==> config.mk <==
export PLATFORM = sky130hd
export DESIGN_NAME = framed_command_receiver_flat
export DESIGN_NICKNAME = d
export VERILOG_FILES = /design/src/rtl/frc_pkg.sv /design/src/rtl/frc_if.sv /design/src/rtl/frc_in_stage.sv /design/src/rtl/frc_parser.sv /design/src/rtl/framed_command_receiver.sv /design/src/flat_wrapper.sv
export VERILOG_INCLUDE_DIRS = /design/src /design/src/rtl
export SDC_FILE = /design/constraint.sdc
export NUM_CORES = 1
export LEC_CHECK = 0
export BUFFER_PORTS_ARGS = -buffer_cell sky130_fd_sc_hd__buf_2
export CAP_MARGIN = 20
export CORE_MARGIN = 5
export CORE_UTILIZATION = 30
export DETAILED_ROUTE_END_ITERATION = 12
export GPL_TIMING_DRIVEN = 0
export PLACE_DENSITY_LB_ADDON = 0.12
export REMOVE_ABC_BUFFERS = 1
export SLEW_MARGIN = 20
export SYNTH_ARGS = -nofsm -noshare
export SYNTH_HDL_FRONTEND = slang
export SYNTH_SLANG_ARGS = --single-unit
==> constraint.sdc <==
create_clock -name clk -period 8.9 [get_ports clk]
set_input_delay 1.78 -clock clk [delete_from_list [all_inputs] [get_ports clk]]
set_output_delay 1.78 -clock clk [all_outputs]
set_load 0.03 [all_outputs]
==> src/rtl/framed_command_receiver_defines.svh <==
// Assertion helpers shared by the receiver's modules.
// They expect clk and rst_n to be visible in the module that uses them.
`ifndef FRAMED_COMMAND_RECEIVER_DEFINES_SVH
`define FRAMED_COMMAND_RECEIVER_DEFINES_SVH

// The consequent must hold in the same cycle as the antecedent.
`define FRC_ASSERT_SAME(lbl, ante, cons, msg) \
  lbl: assert property (@(posedge clk) disable iff (!rst_n) (ante) |-> (cons)) \
    else $error(msg);

// The consequent must hold in the cycle after the antecedent.
`define FRC_ASSERT_NEXT(lbl, ante, cons, msg) \
  lbl: assert property (@(posedge clk) disable iff (!rst_n) (ante) |=> (cons)) \
    else $error(msg);

`endif

==> src/rtl/frc_pkg.sv <==
package frc_pkg;

  localparam logic [7:0] START_MARK  = 8'hA5;
  localparam logic [7:0] END_MARK    = 8'h0D;
  localparam int         OVERHEAD    = 6;
  localparam int         PAYLOAD_AT  = 7;
  localparam int         CAPTURE_LEN = 12;
  localparam logic [6:0] CFG_RESET   = 7'd50;

  localparam logic [7:0] CODE_SPEED = 8'd6;
  localparam logic [7:0] CODE_TRACK = 8'd9;

  localparam logic [2:0] ST_INCOMPLETE = 3'd0;
  localparam logic [2:0] ST_GOOD       = 3'd1;
  localparam logic [2:0] ST_SUM_ERR    = 3'd2;
  localparam logic [2:0] ST_END_ERR    = 3'd3;
  localparam logic [2:0] ST_LEN_ERR    = 3'd4;

  typedef struct packed {
    logic       valid;
    logic [7:0] data;
  } frc_beat_t;

  typedef struct packed {
    logic        [2:0]  status;
    logic        [7:0]  cmd_code;
    logic signed [31:0] speed_left;
    logic signed [31:0] speed_right;
    logic        [15:0] angle_first;
    logic        [15:0] angle_second;
    logic        [15:0] pos_x;
    logic        [15:0] pos_y;
    logic        [15:0] target_x;
    logic        [15:0] target_y;
  } frc_result_t;

endpackage

==> src/rtl/frc_if.sv <==
interface frc_in_if;
  logic       valid;
  logic       ready;
  logic [7:0] rx_byte;

  modport source (output valid, output rx_byte, input ready);
  modport sink (input valid, input rx_byte, output ready);
endinterface

interface frc_out_if;
  logic               valid;
  logic               ready;
  logic        [2:0]  status;
  logic        [7:0]  cmd_code;
  logic signed [31:0] speed_left;
  logic signed [31:0] speed_right;
  logic        [15:0] angle_first;
  logic        [15:0] angle_second;
  logic        [15:0] pos_x;
  logic        [15:0] pos_y;
  logic        [15:0] target_x;
  logic        [15:0] target_y;

  modport source (
    output valid, input ready,
    output status, output cmd_code, output speed_left, output speed_right,
    output angle_first, output angle_second, output pos_x, output pos_y,
    output target_x, output target_y
  );
  modport sink (
    input valid, output ready,
    input status, input cmd_code, input speed_left, input speed_right,
    input angle_first, input angle_second, input pos_x, input pos_y,
    input target_x, input target_y
  );
endinterface

==> src/rtl/frc_in_stage.sv <==
module frc_in_stage
  import frc_pkg::*;
(
  input  logic      clk,
  input  logic      rst_n,
  frc_in_if.sink    in_bus,
  input  logic      take,
  output frc_beat_t beat
);

  logic       valid_r;
  logic       valid_nxt;
  logic [7:0] data_r;
  logic       accept;

  assign in_bus.ready = !valid_r || take;
  assign accept       = in_bus.valid && in_bus.ready;

  always_comb begin
    valid_nxt = valid_r;
    if (accept) begin
      valid_nxt = 1'b1;
    end else if (take) begin
      valid_nxt = 1'b0;
    end
  end

  always_ff @(posedge clk) begin
    if (!rst_n) begin
      valid_r <= 1'b0;
    end else begin
      valid_r <= valid_nxt;
    end
  end

  always_ff @(posedge clk) begin
    if (accept) begin
      data_r <= in_bus.rx_byte;
    end
  end

  assign beat.valid = valid_r;
  assign beat.data  = data_r;

endmodule

==> src/rtl/frc_parser.sv <==
`include "framed_command_receiver_defines.svh"

module frc_parser
  import frc_pkg::*;
#(
  parameter int FRAME_LIMIT = 64
) (
  input  logic       clk,
  input  logic       rst_n,
  input  logic [6:0] max_len,
  input  frc_beat_t  beat,
  output logic       take,
  frc_out_if.source  out_bus
);

  localparam int         PW      = $clog2(FRAME_LIMIT + 1);
  localparam logic [7:0] LIMIT_C = 8'(FRAME_LIMIT);

  logic [PW-1:0] pos_r, pos_nxt;
  logic [PW-1:0] len_r, len_nxt;
  logic [15:0]   sum_r, sum_nxt;
  logic [7:0]    sum_lo_r, sum_lo_nxt;
  logic [7:0]    sum_hi_r, sum_hi_nxt;
  logic [7:0]    code_r, code_nxt;
  logic [7:0]    cap_r   [CAPTURE_LEN];
  logic [7:0]    cap_nxt [CAPTURE_LEN];
  logic          out_valid_r, out_valid_nxt;
  frc_result_t   res_r, res_nxt;

  logic [7:0]    limit;
  logic [8:0]    len_lo;
  logic [PW:0]   pos_x;
  logic [PW:0]   len_x;
  logic [3:0]    cap_idx;
  logic [7:0]    b;

  assign take = beat.valid && (!out_valid_r || out_bus.ready);
  assign b    = beat.data;

  always_comb begin
    pos_nxt    = pos_r;
    len_nxt    = len_r;
    sum_nxt    = sum_r;
    sum_lo_nxt = sum_lo_r;
    sum_hi_nxt = sum_hi_r;
    code_nxt   = code_r;
    cap_nxt    = cap_r;
    res_nxt    = '0;
    limit      = ({1'b0, max_len} > LIMIT_C) ? LIMIT_C : {1'b0, max_len};
    len_lo     = {1'b0, sum_lo_r} + 9'(OVERHEAD);
    pos_x      = {1'b0, pos_r};
    len_x      = {1'b0, len_r};
    cap_idx    = 4'(pos_r - PW'(PAYLOAD_AT));

    priority if (pos_r == '0) begin
      if (b == START_MARK) begin
        pos_nxt    = PW'(1);
        sum_nxt    = '0;
        sum_lo_nxt = '0;
        sum_hi_nxt = '0;
        code_nxt   = '0;
        for (int i = 0; i < CAPTURE_LEN; i++) begin
          cap_nxt[i] = '0;
        end
      end
    end else if (pos_r == PW'(1)) begin
      // The low length byte waits in the checksum low register.
      sum_lo_nxt = b;
      pos_nxt    = PW'(2);
    end else if (pos_r == PW'(2)) begin
      sum_lo_nxt = '0;
      if (b != '0 || len_lo > {1'b0, limit}) begin
        pos_nxt        = '0;
        res_nxt.status = ST_LEN_ERR;
      end else begin
        len_nxt = len_lo[PW-1:0];
        pos_nxt = PW'(3);
      end
    end else begin
      if (pos_r == PW'(3)) begin
        code_nxt = b;
      end
      if (pos_r >= PW'(PAYLOAD_AT) && pos_r < PW'(PAYLOAD_AT + CAPTURE_LEN)) begin
        cap_nxt[cap_idx] = b;
      end
      if (pos_x + (PW+1)'(4) <= len_x) begin
        sum_nxt = sum_r + 16'(b);
      end
      if (pos_x + (PW+1)'(3) == len_x) begin
        sum_lo_nxt = b;
      end
      if (pos_x + (PW+1)'(2) == len_x) begin
        sum_hi_nxt = b;
      end

      if (pos_x + (PW+1)'(1) < len_x) begin
        pos_nxt = pos_r + PW'(1);
      end else begin
        pos_nxt          = '0;
        res_nxt.cmd_code = code_r;
        priority if (sum_r != {sum_hi_r, sum_lo_r}) begin
          res_nxt.status = ST_SUM_ERR;
        end else if (b != END_MARK) begin
          res_nxt.status = ST_END_ERR;
        end else begin
          res_nxt.status = ST_GOOD;
          if (code_r == CODE_SPEED) begin
            res_nxt.speed_left  = $signed({cap_nxt[3], cap_nxt[2], cap_nxt[1], cap_nxt[0]});
            res_nxt.speed_right = $signed({cap_nxt[7], cap_nxt[6], cap_nxt[5], cap_nxt[4]});
          end else if (code_r == CODE_TRACK) begin
            res_nxt.angle_first  = {cap_nxt[1], cap_nxt[0]};
            res_nxt.angle_second = {cap_nxt[3], cap_nxt[2]};
            res_nxt.pos_x        = {cap_nxt[5], cap_nxt[4]};
            res_nxt.pos_y        = {cap_nxt[7], cap_nxt[6]};
            res_nxt.target_x     = {cap_nxt[9], cap_nxt[8]};
            res_nxt.target_y     = {cap_nxt[11], cap_nxt[10]};
          end
        end
      end
    end
  end

  always_comb begin
    out_valid_nxt = out_valid_r;
    if (take) begin
      out_valid_nxt = 1'b1;
    end else if (out_bus.ready) begin
      out_valid_nxt = 1'b0;
    end
  end

  always_ff @(posedge clk) begin
    if (!rst_n) begin
      pos_r       <= '0;
      out_valid_r <= 1'b0;
    end else begin
      out_valid_r <= out_valid_nxt;
      if (take) begin
        pos_r <= pos_nxt;
      end
    end
  end

  always_ff @(posedge clk) begin
    if (take) begin
      len_r    <= len_nxt;
      sum_r    <= sum_nxt;
      sum_lo_r <= sum_lo_nxt;
      sum_hi_r <= sum_hi_nxt;
      code_r   <= code_nxt;
      cap_r    <= cap_nxt;
      res_r    <= res_nxt;
    end
  end

  assign out_bus.valid        = out_valid_r;
  assign out_bus.status       = res_r.status;
  assign out_bus.cmd_code     = res_r.cmd_code;
  assign out_bus.speed_left   = res_r.speed_left;
  assign out_bus.speed_right  = res_r.speed_right;
  assign out_bus.angle_first  = res_r.angle_first;
  assign out_bus.angle_second = res_r.angle_second;
  assign out_bus.pos_x        = res_r.pos_x;
  assign out_bus.pos_y        = res_r.pos_y;
  assign out_bus.target_x     = res_r.target_x;
  assign out_bus.target_y     = res_r.target_y;

  // A beat that ends a frame or rejects its length sends the parser back to hunting.
  `FRC_ASSERT_NEXT(a_hunt_after_finish, take && pos_r != '0 && res_nxt.status != ST_INCOMPLETE, pos_r == '0, "parser did not return to hunting after a finished frame")
  // Decoded speeds appear only on a good frame that carries the speed code.
  `FRC_ASSERT_SAME(a_speed_only_good, out_valid_r && res_r.speed_left != '0, res_r.status == ST_GOOD && res_r.cmd_code == CODE_SPEED, "speed field set outside a good speed frame")
  // Inside a frame the position stays below an accepted frame length.
  `FRC_ASSERT_SAME(a_pos_in_frame, pos_r >= PW'(3), len_r >= PW'(OVERHEAD) && pos_r < len_r, "byte position outside the current frame")

endmodule

==> src/rtl/framed_command_receiver.sv <==
// Channel    Dir   Payload                                   Handshake
// in_bus     in    rx_byte                                   valid/ready
// out_bus    out   status, cmd_code, speeds, angles, points  valid/ready
// cfg        in    cfg_wdata (max_frame_len)                 cfg_we, no wait
//
// Every accepted byte yields exactly one result beat: the byte is first held in the
// input register, and the result register is loaded when the parser takes it.
// One byte per cycle is sustained; the input register and the result register
// each hold one beat, so the input stalls only while both are full and the result
// beat is not taken.
// Reset is synchronous and active low and leaves the parser hunting for a start byte.
// The configuration register resets to a frame limit of 50 bytes.
module framed_command_receiver
  import frc_pkg::*;
#(
  parameter int FRAME_LIMIT = 64
) (
  input  logic       clk,
  input  logic       rst_n,
  frc_in_if.sink     in_bus,
  frc_out_if.source  out_bus,
  input  logic       cfg_we,
  input  logic [6:0] cfg_wdata
);

  logic [6:0] max_len_r;
  logic [6:0] max_len_nxt;
  logic       take;
  frc_beat_t  beat;

  assign max_len_nxt = cfg_we ? cfg_wdata : max_len_r;

  always_ff @(posedge clk) begin
    if (!rst_n) begin
      max_len_r <= CFG_RESET;
    end else begin
      max_len_r <= max_len_nxt;
    end
  end

  frc_in_stage u_in_stage (
    .clk    (clk),
    .rst_n  (rst_n),
    .in_bus (in_bus),
    .take   (take),
    .beat   (beat)
  );

  frc_parser #(
    .FRAME_LIMIT (FRAME_LIMIT)
  ) u_parser (
    .clk     (clk),
    .rst_n   (rst_n),
    .max_len (max_len_r),
    .beat    (beat),
    .take    (take),
    .out_bus (out_bus)
  );

endmodule
==> src/flat_wrapper.sv <==
// flat-port wrapper written by rule: the top's interface ports become plain ports
module framed_command_receiver_flat import frc_pkg::*;
#(
  parameter int FRAME_LIMIT = 64
)
  (clk, rst_n, cfg_we, cfg_wdata, in_bus_valid, in_bus_rx_byte, in_bus_ready, out_bus_valid, out_bus_ready, out_bus_status, out_bus_cmd_code, out_bus_speed_left, out_bus_speed_right, out_bus_angle_first, out_bus_angle_second, out_bus_pos_x, out_bus_pos_y, out_bus_target_x, out_bus_target_y);
  frc_in_if in_bus_i ();
  frc_out_if out_bus_i ();
  input  logic clk;
  input  logic rst_n;
  input  logic cfg_we;
  input  logic [6:0] cfg_wdata;
  input wire logic [$bits(in_bus_i.valid)-1:0] in_bus_valid;
  input wire logic [$bits(in_bus_i.rx_byte)-1:0] in_bus_rx_byte;
  output wire logic [$bits(in_bus_i.ready)-1:0] in_bus_ready;
  output wire logic [$bits(out_bus_i.valid)-1:0] out_bus_valid;
  input wire logic [$bits(out_bus_i.ready)-1:0] out_bus_ready;
  output wire logic [$bits(out_bus_i.status)-1:0] out_bus_status;
  output wire logic [$bits(out_bus_i.cmd_code)-1:0] out_bus_cmd_code;
  output wire logic [$bits(out_bus_i.speed_left)-1:0] out_bus_speed_left;
  output wire logic [$bits(out_bus_i.speed_right)-1:0] out_bus_speed_right;
  output wire logic [$bits(out_bus_i.angle_first)-1:0] out_bus_angle_first;
  output wire logic [$bits(out_bus_i.angle_second)-1:0] out_bus_angle_second;
  output wire logic [$bits(out_bus_i.pos_x)-1:0] out_bus_pos_x;
  output wire logic [$bits(out_bus_i.pos_y)-1:0] out_bus_pos_y;
  output wire logic [$bits(out_bus_i.target_x)-1:0] out_bus_target_x;
  output wire logic [$bits(out_bus_i.target_y)-1:0] out_bus_target_y;
  assign in_bus_i.valid = in_bus_valid;
  assign in_bus_i.rx_byte = in_bus_rx_byte;
  assign in_bus_ready = in_bus_i.ready;
  assign out_bus_valid = out_bus_i.valid;
  assign out_bus_i.ready = out_bus_ready;
  assign out_bus_status = out_bus_i.status;
  assign out_bus_cmd_code = out_bus_i.cmd_code;
  assign out_bus_speed_left = out_bus_i.speed_left;
  assign out_bus_speed_right = out_bus_i.speed_right;
  assign out_bus_angle_first = out_bus_i.angle_first;
  assign out_bus_angle_second = out_bus_i.angle_second;
  assign out_bus_pos_x = out_bus_i.pos_x;
  assign out_bus_pos_y = out_bus_i.pos_y;
  assign out_bus_target_x = out_bus_i.target_x;
  assign out_bus_target_y = out_bus_i.target_y;
  framed_command_receiver #(.FRAME_LIMIT(FRAME_LIMIT)) u_core (.clk(clk), .rst_n(rst_n), .in_bus(in_bus_i), .out_bus(out_bus_i), .cfg_we(cfg_we), .cfg_wdata(cfg_wdata));
endmodule
; ---- Word-level counts from Yosys, hierarchy flattened
; Index checks and enable logic that the tools add are counted.
[word_totals]
register_bits = 338
input_bits = 20
word_cells = 142
[classes]
n_addsub = 8
magnitude_cmp = 8
eq_ne = 13
n_mux = 47
bitwise = 6
n_reduce_logical = 28
[op_table]
columns = operator, count
row1 = $mux W96, 7
row2 = $mux W160, 2
row3 = $mux W170, 1
row4 = $mux W8, 14
row5 = $bwmux W96, 1
row6 = $mux W16, 5
row7 = $mux W64, 1
row8 = $mux W7, 6
row9 = $demux W8 S4, 1
row10 = $reduce_and A5 Y1, 4
row11 = $add A16 B8 Y16, 1
row12 = $add A7 B2 Y8 const B, 2
row13 = $eq A8 B7 Y1, 2
row14 = $ne A16 B16 Y1, 1
row15 = $eq A7 B2 Y1 const B, 2
row16 = $reduce_bool A2 Y1, 5
row17 = $add A8 B3 Y9 const B, 1
row18 = $gt A9 B7 Y1, 1
row19 = $add A7 B1 Y8 const B, 1
row20 = $add A7 B3 Y8 const B, 1
row21 = $eq A8 B3 Y1 const B, 1
row22 = $eq A8 B4 Y1 const B, 1
row23 = $eq A8 B8 Y1 const B, 1
row24 = $le A8 B7 Y1, 1
row25 = 30 further kinds, 47

; ---- Logic depth before layout (Yosys ltp)
; Gate-level depths: netlist of the first run.
[depth]
word_depth = 14
depth_mapped = 14

; ---- Cells and area by module
; A second synthesis of the first run with hierarchy kept.
[unflattened]
hier_cells = 1192
hier_area_um2 = 15872.7
[by_module_without_submodules]
columns = mod, instances, cells_each, area_each_um2, seq_area_each_um2
row1 = frc_parser, 1, 1156, 15309.7, 9589.2
row2 = frc_in_stage, 1, 14, 305.3, 260.2
row3 = framed_command_receiver, 1, 22, 257.7, 140.1

; ---- Worst setup path after synthesis of the first run
; OpenSTA, ideal clock, no wires.
[synth_timing]
path_type = input-to-reg
startpoint = input out_bus_ready
endpoint = register u_core.u_parser.res_r (netlist bit u_core.u_parser.out_bus.angle_first[0]), enable pin
setup_ps = 522
arrival_ps = 5377
setup_slack_ps = 3001
path_stages = 3
path_buffers = 0
cell_sequence = nand2b_1 -> nand2_1 -> inv_1
[synth_between]
elab_chain_len = 2
[synth_rtl]
columns = item, line
row1 = "start, declared", flat_wrapper.sv:17  ; input wire logic [$bits(out_bus_i.ready)-1:0] out_bus_ready;
row2 = $logic_or A1 B1 Y1, frc_parser.sv:37  ; assign take = beat.valid && (!out_valid_r || out_bus.ready);
row3 = $logic_and A1 B1 Y1, frc_parser.sv:37
row4 = via u_core.take, framed_command_receiver.sv:28  ; logic take;
row5 = "end signal, assigned", frc_parser.sv:152  ; res_r <= res_nxt;
row6 = "end, declared", frc_parser.sv:28  ; frc_result_t res_r, res_nxt;
; The timed path passes the listed nets, and every way through them passes these cells.
; A chain may end at the register's enable or synchronous reset.

; ---- Worst setup path after layout of the first run
[layout_timing]
startpoint = register u_core.u_parser.pos_r[2]
endpoint = register u_core.u_parser.sum_r[14], enable pin
[layout_between]
elab_chain_len = 4
[layout_rtl]
columns = item, line
row1 = "start, declared", frc_parser.sv:19  ; logic [PW-1:0] pos_r, pos_nxt;
row2 = "start signal, assigned", frc_parser.sv:139  ; pos_r <= pos_nxt;
row3 = $add A7 B3 Y8, frc_parser.sv:86  ; if (pos_x + (PW+1)'(4) <= len_x) begin
row4 = $le A8 B7 Y1, frc_parser.sv:86
row5 = $reduce_bool A2 Y1 (no line), -
row6 = $reduce_and A5 Y1 (no line) *, -
row7 = "end signal, assigned", frc_parser.sv:147  ; sum_r <= sum_nxt;
row8 = "end, declared", frc_parser.sv:21  ; logic [15:0] sum_r, sum_nxt;
; Mark *: on every way between the ends. The rest lies on a longest branch, timed or not.

==> flow_summary.toml, run 1 <==
[cts]
cts_buffers = 42
cts_buffer_depth = 3
post_cts_buffers = 0
clk_pin_slew_worst_paths_ns = 0.06
cts.sink_count = 338
cts_tree = "yes"
cts_resized = 0
clk_latency_ns = 0.56
cts_root_buffer = "clkbuf_16"
holdBufCountCts = 0
htree_levels = 2

[final_layout]
area_growth_pct = 21.2
n_antenna_cell = 0
fill_cells = 5158
drive_gt1_share_pct = 25.2
seqCellArea_sq_um = 9990
nets = 1423
multi_input_area_sq_um = 5240
final_area_sq_um = 19100
final_util_pct = 36.5

[sta]
hold_violations = 0
finClkSkew_ns = 0.0139
clock.fmax_ghz = 0.216
max_slew.worst_pin.slew_ns = 0.955
setup_tns_ns = 0
slew_viol_final = 0
fin_crit_ns = 4.62
slew_headroom_pct = 36.3
setup_viol = 0
finalCritPeriodShare_pct = 51.9
rsz0062_at_grt = "no"

[detailed_routing]
avgViaCountPerCell = 4.82
wl_met1_um = 20300
drtIter0Drc = 750
post_drt_wl_per_cell_um = 21.1
drc = 0
antenna_left = 0
first_pass_iters = 4
wirelength_um = 43900
num_vias = 10000
dr_wl_met3_um = 2460
top_layer_used = "met4"
wl_met2_um = 20300

[floorplanning]
start_util_pct = 30.1
core_sq_um = 52300
die_area_sq_um = 57200
io_pins = 193
num_rows = 84
die_w_um = 239
die_h_um = 239

[global_route]
grt_pass1_wl_um = 65600
grt_max_degree = 76
grt_overflow_total = 0
antenna_found_initial = 1
grt_pass1_vias = 10200
grt_usage_pct = 15.1

[placement]
port_buffers = 192
gp_congestion = 0.820
hpwl_um = 30100
placed_cell_area_sq_um = 17700

[logic_synthesis]
postSynthAreaPerCell_sq_um = 13.4
synth_cell_type_count = 74
synth_top_area_share_pct = 61.3
synthTopCellsByArea = "edfxtp_1 (61%), mux2i_1 (6.2%), nor3_1 (4.3%), nor2_1 (3.3%), ha_1 (3.3%)"
ys.flop_type = "edfxtp_1"
synthArstFlopShare_pct = 0
yosys.area.top_type = "edfxtp_1"
yosysSeqAreaShare_pct = 63.4
syn-cell-area_sq_um = 15800
synth-edff-count = 322
syn_inst = 1179
ys_ff_latch = 338
ys_warn_count = 0

[worst_setup_path]
cp-end-kind = "register"
ff2ff_path_depth = 12
path_class = "register to register"
cp.arrival_ns = 4.88
cp_max_fo = 51
worstPathRequired_ns = 9.16
start_kind = "register"

[hold_path]
holdPathStages = 2
hold_path.class = "register to register"

[power]
switchingPower_mw = 0.834
p_leak_nw = 7.31
ir_worst_vdd_uv = 110
p_total_mw = 3.71
p_int_mw = 2.87
p_seq_share_pct = 48.0
clock_power_share_pct = 47.5
switching_share_pct = 22.5
combPwrFrac_pct = 4.5
p_per_area_nw_per_um2 = 194

[status]
status = "finished, final reports clean"

[job]
maxCapViolations = 0
-- cell usage after synthesis (4+ instances only) --
cell and count:
nor2_1 140, nor2b_1 7, nand3_1 10, o21ai_0 18, a21o_1 4, and2_1 20, nor3_2 33, nor4_1 7
ha_1 41, buf_2 23, buf_4 11, edfxtp_1 322, buf_6 12, or3_1 6, nand4_1 14, nand2b_1 8
nor3b_1 4, clkbuf_1 31, nor3_1 136, inv_1 32, mux2i_1 97, xor2_1 12, nand4b_1 4, xnor2_1 31
a21oi_1 21, dfxtp_1 16, nand4_4 4, o211ai_1 5, mux2i_4 7, nand2_1 28, a211oi_1 11
-- logic make-up after synthesis --
kind of cell             count (synthesis)  synth area share [%]
AO/OA/AOI/OAI                           90                  4.02
XOR/XNOR                                44                  2.49
adder cells (fa/ha/maj)                 42                  3.38
buffers and inverters                  112                  3.68
flip-flops                             338                  63.4
multiplexers                           105                  7.24
AND/OR/NAND/NOR                        448                  15.8
-- power by group through the flow --
stage / sequential (mW) / clock [mW] / combinational (mW)
2_1_floorplan: 1.87 / 0 / 0.0373
3_3_place_gp: 1.84 / 0 / 0.143
3_5_place_dp: 1.81 / 0 / 0.171
4_1_cts: 1.78 / 1.81 / 0.172
5_1_grt: 1.78 / 1.88 / 0.179
6_report: 1.78 / 1.76 / 0.168
-- per-stage QoR --
| stage | setup WS, ns | std cells | hold slack (ns) |
|---|---|---|---|
| floorplan | 2.73 | 1101 | 0.440 |
| detailed placement | 3.70 | 2005 | 0.489 |
| CTS | 4.16 | 2083 | 0.506 |
| global route | 3.91 | 2083 | 0.539 |
| global placement | 0.191 | 1981 | 0.479 |
| finish | 4.28 | 2083 | 0.500 |
-- critical path: stages (launching register included) --
cell and delay [ns]:
dfxtp_1 0.69, inv_1 0.30, ha_1 0.29, nor4b_4 0.16, and2_4 0.35, buf_12 0.23
a21o_1 0.30, or2_1 0.35, inv_6 0.38, buf_16 0.31, o21ai_1 0.15, a31oi_2 0.51
buf_6 0.24
-- state kept, by name (all words and copies together) (netlist names), 16 cells and up --
register                              cells
u_core.u_parser.cap_r                    96
u_core.u_parser.out_bus.speed_left       32
u_core.u_parser.out_bus.speed_right      32
u_core.u_parser.out_bus.angle_first      16
u_core.u_parser.out_bus.angle_second     16
u_core.u_parser.out_bus.pos_x            16
u_core.u_parser.out_bus.pos_y            16
u_core.u_parser.out_bus.target_x         16
u_core.u_parser.out_bus.target_y         16
u_core.u_parser.sum_r                    16
-- final timing paths --
check,startpoint,to,slack (ns)
max,u_core.u_parser.pos_r[2],u_core.u_parser.sum_r[14],4.28
min,u_core.max_len_r[1],u_core.max_len_r[1],0.50
max reg2reg,u_core.u_parser.pos_r[2],u_core.u_parser.sum_r[14],4.28
min reg2reg,u_core.max_len_r[1],u_core.max_len_r[1],0.50
-- layer usage --
metal	GRT usage [%]	up-vias
met1	21.3	5017
met5	0	-
met2	23.3	213
li1	-	4761
met3	3.65	58
met4	4.01	0
-- placed cells by master, fill, tap and decap left out, types with 7 or more instances in the layout --
| cell | netlist | routed |
|---|---|---|
| buf_2 | 23 | 192 |
| mux2i_1 | 97 | 97 |
| inv_1 | 32 | 31 |
| a21oi_1 | 21 | 21 |
| xnor2_1 | 31 | 31 |
| nand4_1 | 14 | 14 |
| a211oi_1 | 11 | 11 |
| nor2_1 | 140 | 140 |
| edfxtp_1 | 322 | 322 |
| nand2_1 | 28 | 28 |
| o21ai_0 | 18 | 18 |
| clkbuf_16 | 0 | 43 |
| nor2b_1 | 7 | 7 |
| clkinv_1 | 0 | 8 |
| nand3_1 | 10 | 10 |
| buf_16 | 0 | 10 |
| nor3_1 | 136 | 136 |
| ha_1 | 41 | 41 |
| nand2b_1 | 8 | 8 |
| clkbuf_1 | 31 | 8 |
| xor2_1 | 12 | 12 |
| nor3_2 | 33 | 33 |
| dfxtp_1 | 16 | 16 |
| and2_1 | 20 | 19 |
| mux2i_4 | 7 | 7 |
-- cell type report --
type / count / area share [%]
tap: 688 / 4.50
clock buffer: 55 / 6.07
timing repair buffer: 216 / 7.68
sequential: 338 / 52.3
clock inverter: 23 / 1.35
multi-input combinational: 729 / 27.4
inverter: 34 / 0.733
Note: power is estimated with default switching activity, not from simulation.
==> run 2: changes to the inputs <==
Settings changed: ABC_AREA from default to 1.
Clock period 8.9 ns to 4.7 ns, I/O delays scaled along.
==> run 2 against run 1 <==
  * Sequential share of layout area increased by 1.7 points
  * Count of clock-buffer cells in the layout decreased by 8
  * Sequential power increased by 89%
  * Clock skew increased by 0.011 ns
  * Die area decreased by 2.3%
  * Utilization decreased by 0.32 points
  * Hold slack got worse by 0.010 ns
  * Sequential cell count unchanged
==> flow_summary.toml, run 2 <==
[floorplanning]
die_area_sq_um = 55900
start_util_pct = 30.1
die_w_um = 236
num_rows = 83
io_pins = 193
die_h_um = 236
core_sq_um = 51100

[power]
p_seq_share_pct = 50.4
switchingPower_mw = 1.51
switching_share_pct = 22.6
clock_power_share_pct = 45.2
p_per_area_nw_per_um2 = 361
p_int_mw = 5.16
p_total_mw = 6.67
combPwrFrac_pct = 4.4
p_leak_nw = 7.14
ir_worst_vdd_uv = 194

[sta]
finalCritPeriodShare_pct = 81.8
whs_ns = 0.490
clock.fmax_ghz = 0.260
max_slew.worst_pin.slew_ns = 1.13
setup_viol = 0
finClkSkew_ns = 0.0253
setup_tns_ns = 0
slew_headroom_pct = 24.5
slew_viol_final = 0
hold_violations = 0
fin_crit_ns = 3.84
rsz0062_at_grt = "no"

[cts]
clk_pin_slew_worst_paths_ns = 0.06
cts_resized = 0
cts_buffers = 39
holdBufCountCts = 0
cts_tree = "yes"
cts_buffer_depth = 3
cts.sink_count = 338
post_cts_buffers = 0
clk_latency_ns = 0.56
htree_levels = 2
cts_root_buffer = "clkbuf_16"

[logic_synthesis]
synth_common_cells = "nor2_1 (336), edfxtp_1 (322), a21oi_1 (117)"
synth-edff-count = 322
syn_inst = 1355
synthTopCellsByArea = "edfxtp_1 (63%), nor2_1 (8.2%), a21oi_1 (3.8%), ha_1 (3.3%), nand2_1 (2.8%)"
yosysSeqAreaShare_pct = 64.9
synth_cell_type_count = 45
syn-cell-area_sq_um = 15400
yosysMostFrequentCell = "nor2_1"
ys_warn_count = 0
synthArstFlopShare_pct = 0
synth_top_area_share_pct = 62.8
ys.flop_type = "edfxtp_1"
yosys.area.top_type = "edfxtp_1"
ys_ff_latch = 338
postSynthAreaPerCell_sq_um = 11.4

[final_layout]
area_growth_pct = 20.3
largest_register = "u_core.u_parser.cap_r"
final_cell_mix = "nor2_1 (336), edfxtp_1 (322), buf_2 (192)"
final_util_pct = 36.2
nets = 1606
drive_gt1_share_pct = 22.8
final_area_sq_um = 18500
fill_cells = 5125
largest_register_ffs = 96
final_common_cell = "nor2_1"

[global_route]
grt_overflow_total = 0
antenna_found_initial = 0
grt_max_degree = 104
grt_usage_pct = 14.2
grt_pass1_wl_um = 62100
grt_pass1_vias = 10300

[detailed_routing]
post_drt_wl_per_cell_um = 17.8
antenna_left = 0
wirelength_um = 40200
drc = 0
first_pass_iters = 5
avgViaCountPerCell = 4.56
drtIter0Drc = 716
num_vias = 10300

[hold_path]
hold_path.class = "register to register"
worstHoldStart = "u_core.max_len_r[1]"

[worst_setup_path]
start_kind = "register"
cp.arrival_ns = 4.01
path_class = "register to register"
cp_max_fo = 20
cp-end-kind = "register"
worstPathRequired_ns = 4.86
cp-startpoint = "u_core.u_parser.pos_r[0]"
rr_startpoint = "u_core.u_parser.pos_r[0]"

[placement]
gp_congestion = 0.818
hpwl_um = 26400
placed_cell_area_sq_um = 17200
port_buffers = 192

[status]
status = "finished, final reports clean"

[job]
maxCapViolations = 0
run 2: stage by stage:
| stage | cells | worst slack (ns) |
|---|---|---|
| after global placement | 2167 | -14.09 |
| final | 2253 | 0.856 |
| after floorplan | 1295 | -7.22 |
| after global routing | 2252 | 0.535 |
| after CTS | 2252 | 0.741 |
| after detailed placement | 2183 | 0.550 |
run 2: path summary, 6_finish.rpt:
check	end	slack, ns	cells after the start
worst min register to register	u_core.max_len_r[1]	0.49	2
worst max-delay path	u_core.u_parser.sum_hi_r[6]	0.86	9
worst min-delay path	u_core.max_len_r[1]	0.49	2
worst max register to register	u_core.u_parser.sum_hi_r[6]	0.86	9
run 2: power by group through the flow:
stage	logic, mW	registers, mW	clock network (mW)
4_1_cts	0.301	3.36	3.13
5_1_grt	0.316	3.37	3.24
3_3_place_gp	0.295	3.45	0
2_1_floorplan	0.0741	3.54	0
3_5_place_dp	0.301	3.43	0
6_report	0.295	3.36	3.01
run 2: logic make-up after synthesis:
kind of cell | after synthesis | synth area share (%)
xor+xnor | 31 | 1.76
compound gates | 178 | 6.64
simple gates | 603 | 18.2
buf+inv | 163 | 5.00
fa+ha+maj | 42 | 3.46
flops | 338 | 64.9
run 2: cell type report:
class                   count  area [sq um]  area share [%]
well taps                 680           851            4.60
clock buffers              47          1060            5.71
diodes                      1          2.50          0.0135
clock inverters            22           201            1.09
inverters                 103           397            2.14
flip-flops and latches    338          9990            54.0
multi-input cells         854          4650            25.1
repair buffers            208          1350            7.32
run 2: critical path, cell delays in order (launching register included):
cell	delay [ns]
dfxtp_1	0.54
inv_1	0.26
ha_1	0.35
inv_1	0.25
nor2_4	0.20
nand2_1	0.10
nand2_1	0.27
a21oi_4	0.61
inv_1	0.15
a21oi_1	0.70
run 2: per-layer routing:
metal,GRT usage (%),share of wire (%),vias up
met4,3.53,2.1,0
met5,0,0,-
met1,20.1,48,4946
li1,-,-,5057
met3,3.03,4.7,49
met2,22.4,45,213
==> run 3: changes to the inputs <==
Settings changed: ABC_AREA 1 to 0.
Clock period 4.7 ns to 3.1 ns, I/O delays scaled along.
==> run 3 against run 2 <==
  * Maximum frequency is 28% higher
  * Global-route usage increased by 1.9 points
  * Via count increased by 1.0%
  * Combinational power up 69%
  * First-iteration DRC count rose by 3.9%
  * Register-to-register slack worse by 0.77 ns
==> flow_summary.toml, run 3 (synthesis gave the netlist of run 1 again) <==
[cts]
htree_levels = 2
cts_buffers = 42
cts_root_buffer = "clkbuf_16"
cts_buffer_depth = 3
clk_pin_slew_worst_paths_ns = 0.06
clk_latency_ns = 0.57
cts.sink_count = 338
cts_tree = "yes"

[final_layout]
nets = 1474
fill_cells = 5101
largest_register = "u_core.u_parser.cap_r"
area_growth_pct = 25.9
final_common_cell = "edfxtp_1"
instances_no_fill = 2134
final_cell_mix = "edfxtp_1 (322), buf_2 (192), nor2_1 (140)"
seqCellArea_sq_um = 10000
final_area_sq_um = 19900
drive_gt1_share_pct = 29.1
multi_input_area_sq_um = 5410
final_util_pct = 37.9
n_antenna_cell = 0
largest_register_ffs = 96

[global_route]
grt_pass1_vias = 10400
grt_usage_pct = 16.0
antenna_found_initial = 1
grt_pass1_wl_um = 69000
grt_overflow_total = 0
grt_max_degree = 76

[power]
p_leak_nw = 7.64
p_per_area_nw_per_um2 = 537
ir_worst_vdd_uv = 316

[detailed_routing]
wirelength_um = 47900
first_pass_iters = 5
num_vias = 10400
antenna_left = 0
drc = 0
avgViaCountPerCell = 4.86
post_drt_wl_per_cell_um = 22.4
drtIter0Drc = 744

[sta]
setup_slack_ns = 0.0900
fin_crit_ns = 3.01
hold_violations = 0
slew_headroom_pct = 39.8
finalCritPeriodShare_pct = 97.1
rsz0062_at_grt = "no"
setup_viol = 0
clock.fmax_ghz = 0.332
setup_tns_ns = 0
finClkSkew_ns = 0.0198
slew_viol_final = 0
max_slew.worst_pin.slew_ns = 0.895

[hold_path]
worstHoldStart = "in_bus_rx_byte[7]"
hold_path.class = "primary input to register"

[worst_setup_path]
path_class = "register to register"
start_kind = "register"
cp.arrival_ns = 3.31
crit_chain = "buf_4 > ha_4 > nand4_1 > xnor2_1 > ha_1 > or4_4 > o22ai_4 > a21o_4 > buf_12 > buf_12 > clkbuf_16 > nor3_1"
cp-end-kind = "register"
cp_common_cell = "buf_12"
cp.buffers_inverters = 4
cp_max_fo = 7
cpLargestDelayFamily = "simple AND/OR/NAND/NOR gates"
worstPathRequired_ns = 3.40
crit_slowest_cell = "or4_4"
cp-startpoint = "u_core.u_parser.pos_r[2]"
rr_startpoint = "u_core.u_parser.pos_r[2]"
regToRegSetupSlack_ns = 0.09
critPathMaxStageDelay_ns = 0.50

[placement]
placed_cell_area_sq_um = 17700
placed_cells = 2005
gp_congestion = 0.820
hpwl_um = 30100
post-place-ws_ns = -1.66
port_buffers = 192

[floorplanning]
die_area_sq_um = 57200
die_w_um = 239
io_pins = 193
start_util_pct = 30.1
core_sq_um = 52300
die_h_um = 239
num_rows = 84

[job]
maxCapViolations = 0

[status]
status = "finished, final reports clean"
run 3: cell types whose count changed in the layout (fill, tap and decap cells not counted), sizes merged, moves of 69 or more:
cell and change:
nor3 +95, nor2 -213, inv -69, nand2 -86, mux2i +105, a21oi -116
run 3: layer usage:
metal	track usage [%]	part of all wire [%]	wire length (um)
met5	0	0	0
met4	4.31	2.0	972
met3	3.60	5.4	2570
met2	25.2	47	22300
met1	22.5	46	22000
run 3: power by group:
part | switching, mW | internal (mW) | total, mW
logic | 0.363 | 0.136 | 0.499
registers | 0.0465 | 5.05 | 5.09
clock network | 2.00 | 3.06 | 5.06
total | 2.41 | 8.24 | 10.7
run 3: layout make-up:
cell class | count | area share (%)
inverters | 34 | 0.781
clock inverters | 23 | 1.30
clock buffers | 55 | 5.85
multi-input cells | 733 | 27.3
repair inverters | 1 | 0.0441
repair buffers | 262 | 10.0
well taps | 688 | 4.34
flip-flops and latches | 338 | 50.4
run 3: stage by stage:
step / hold slack, ns / total power, mW
after global placement: 0.479 / 5.68
after CTS: 0.200 / 10.8
after floorplan: 0.440 / 5.48
final: 0.232 / 10.7
after detailed placement: 0.489 / 5.70
after global routing: 0.209 / 11.0
run 3: worst paths after layout:
kind                                         endpoint  cells after the start
setup / recovery  u_core.u_parser.out_bus.target_y[6]                     12
hold / removal            u_core.u_in_stage.data_r[7]                      1
setup reg to reg  u_core.u_parser.out_bus.target_y[6]                     12
hold reg to reg                   u_core.max_len_r[1]                      2
run 3: what timing repair did:
action                     CTS  global route
pin swaps                    5             6
setup endpoints to repair  358           136
gates resized for setup     32            14
setup buffers               19            19
hold buffers                 0             0
gates cloned                 9             4
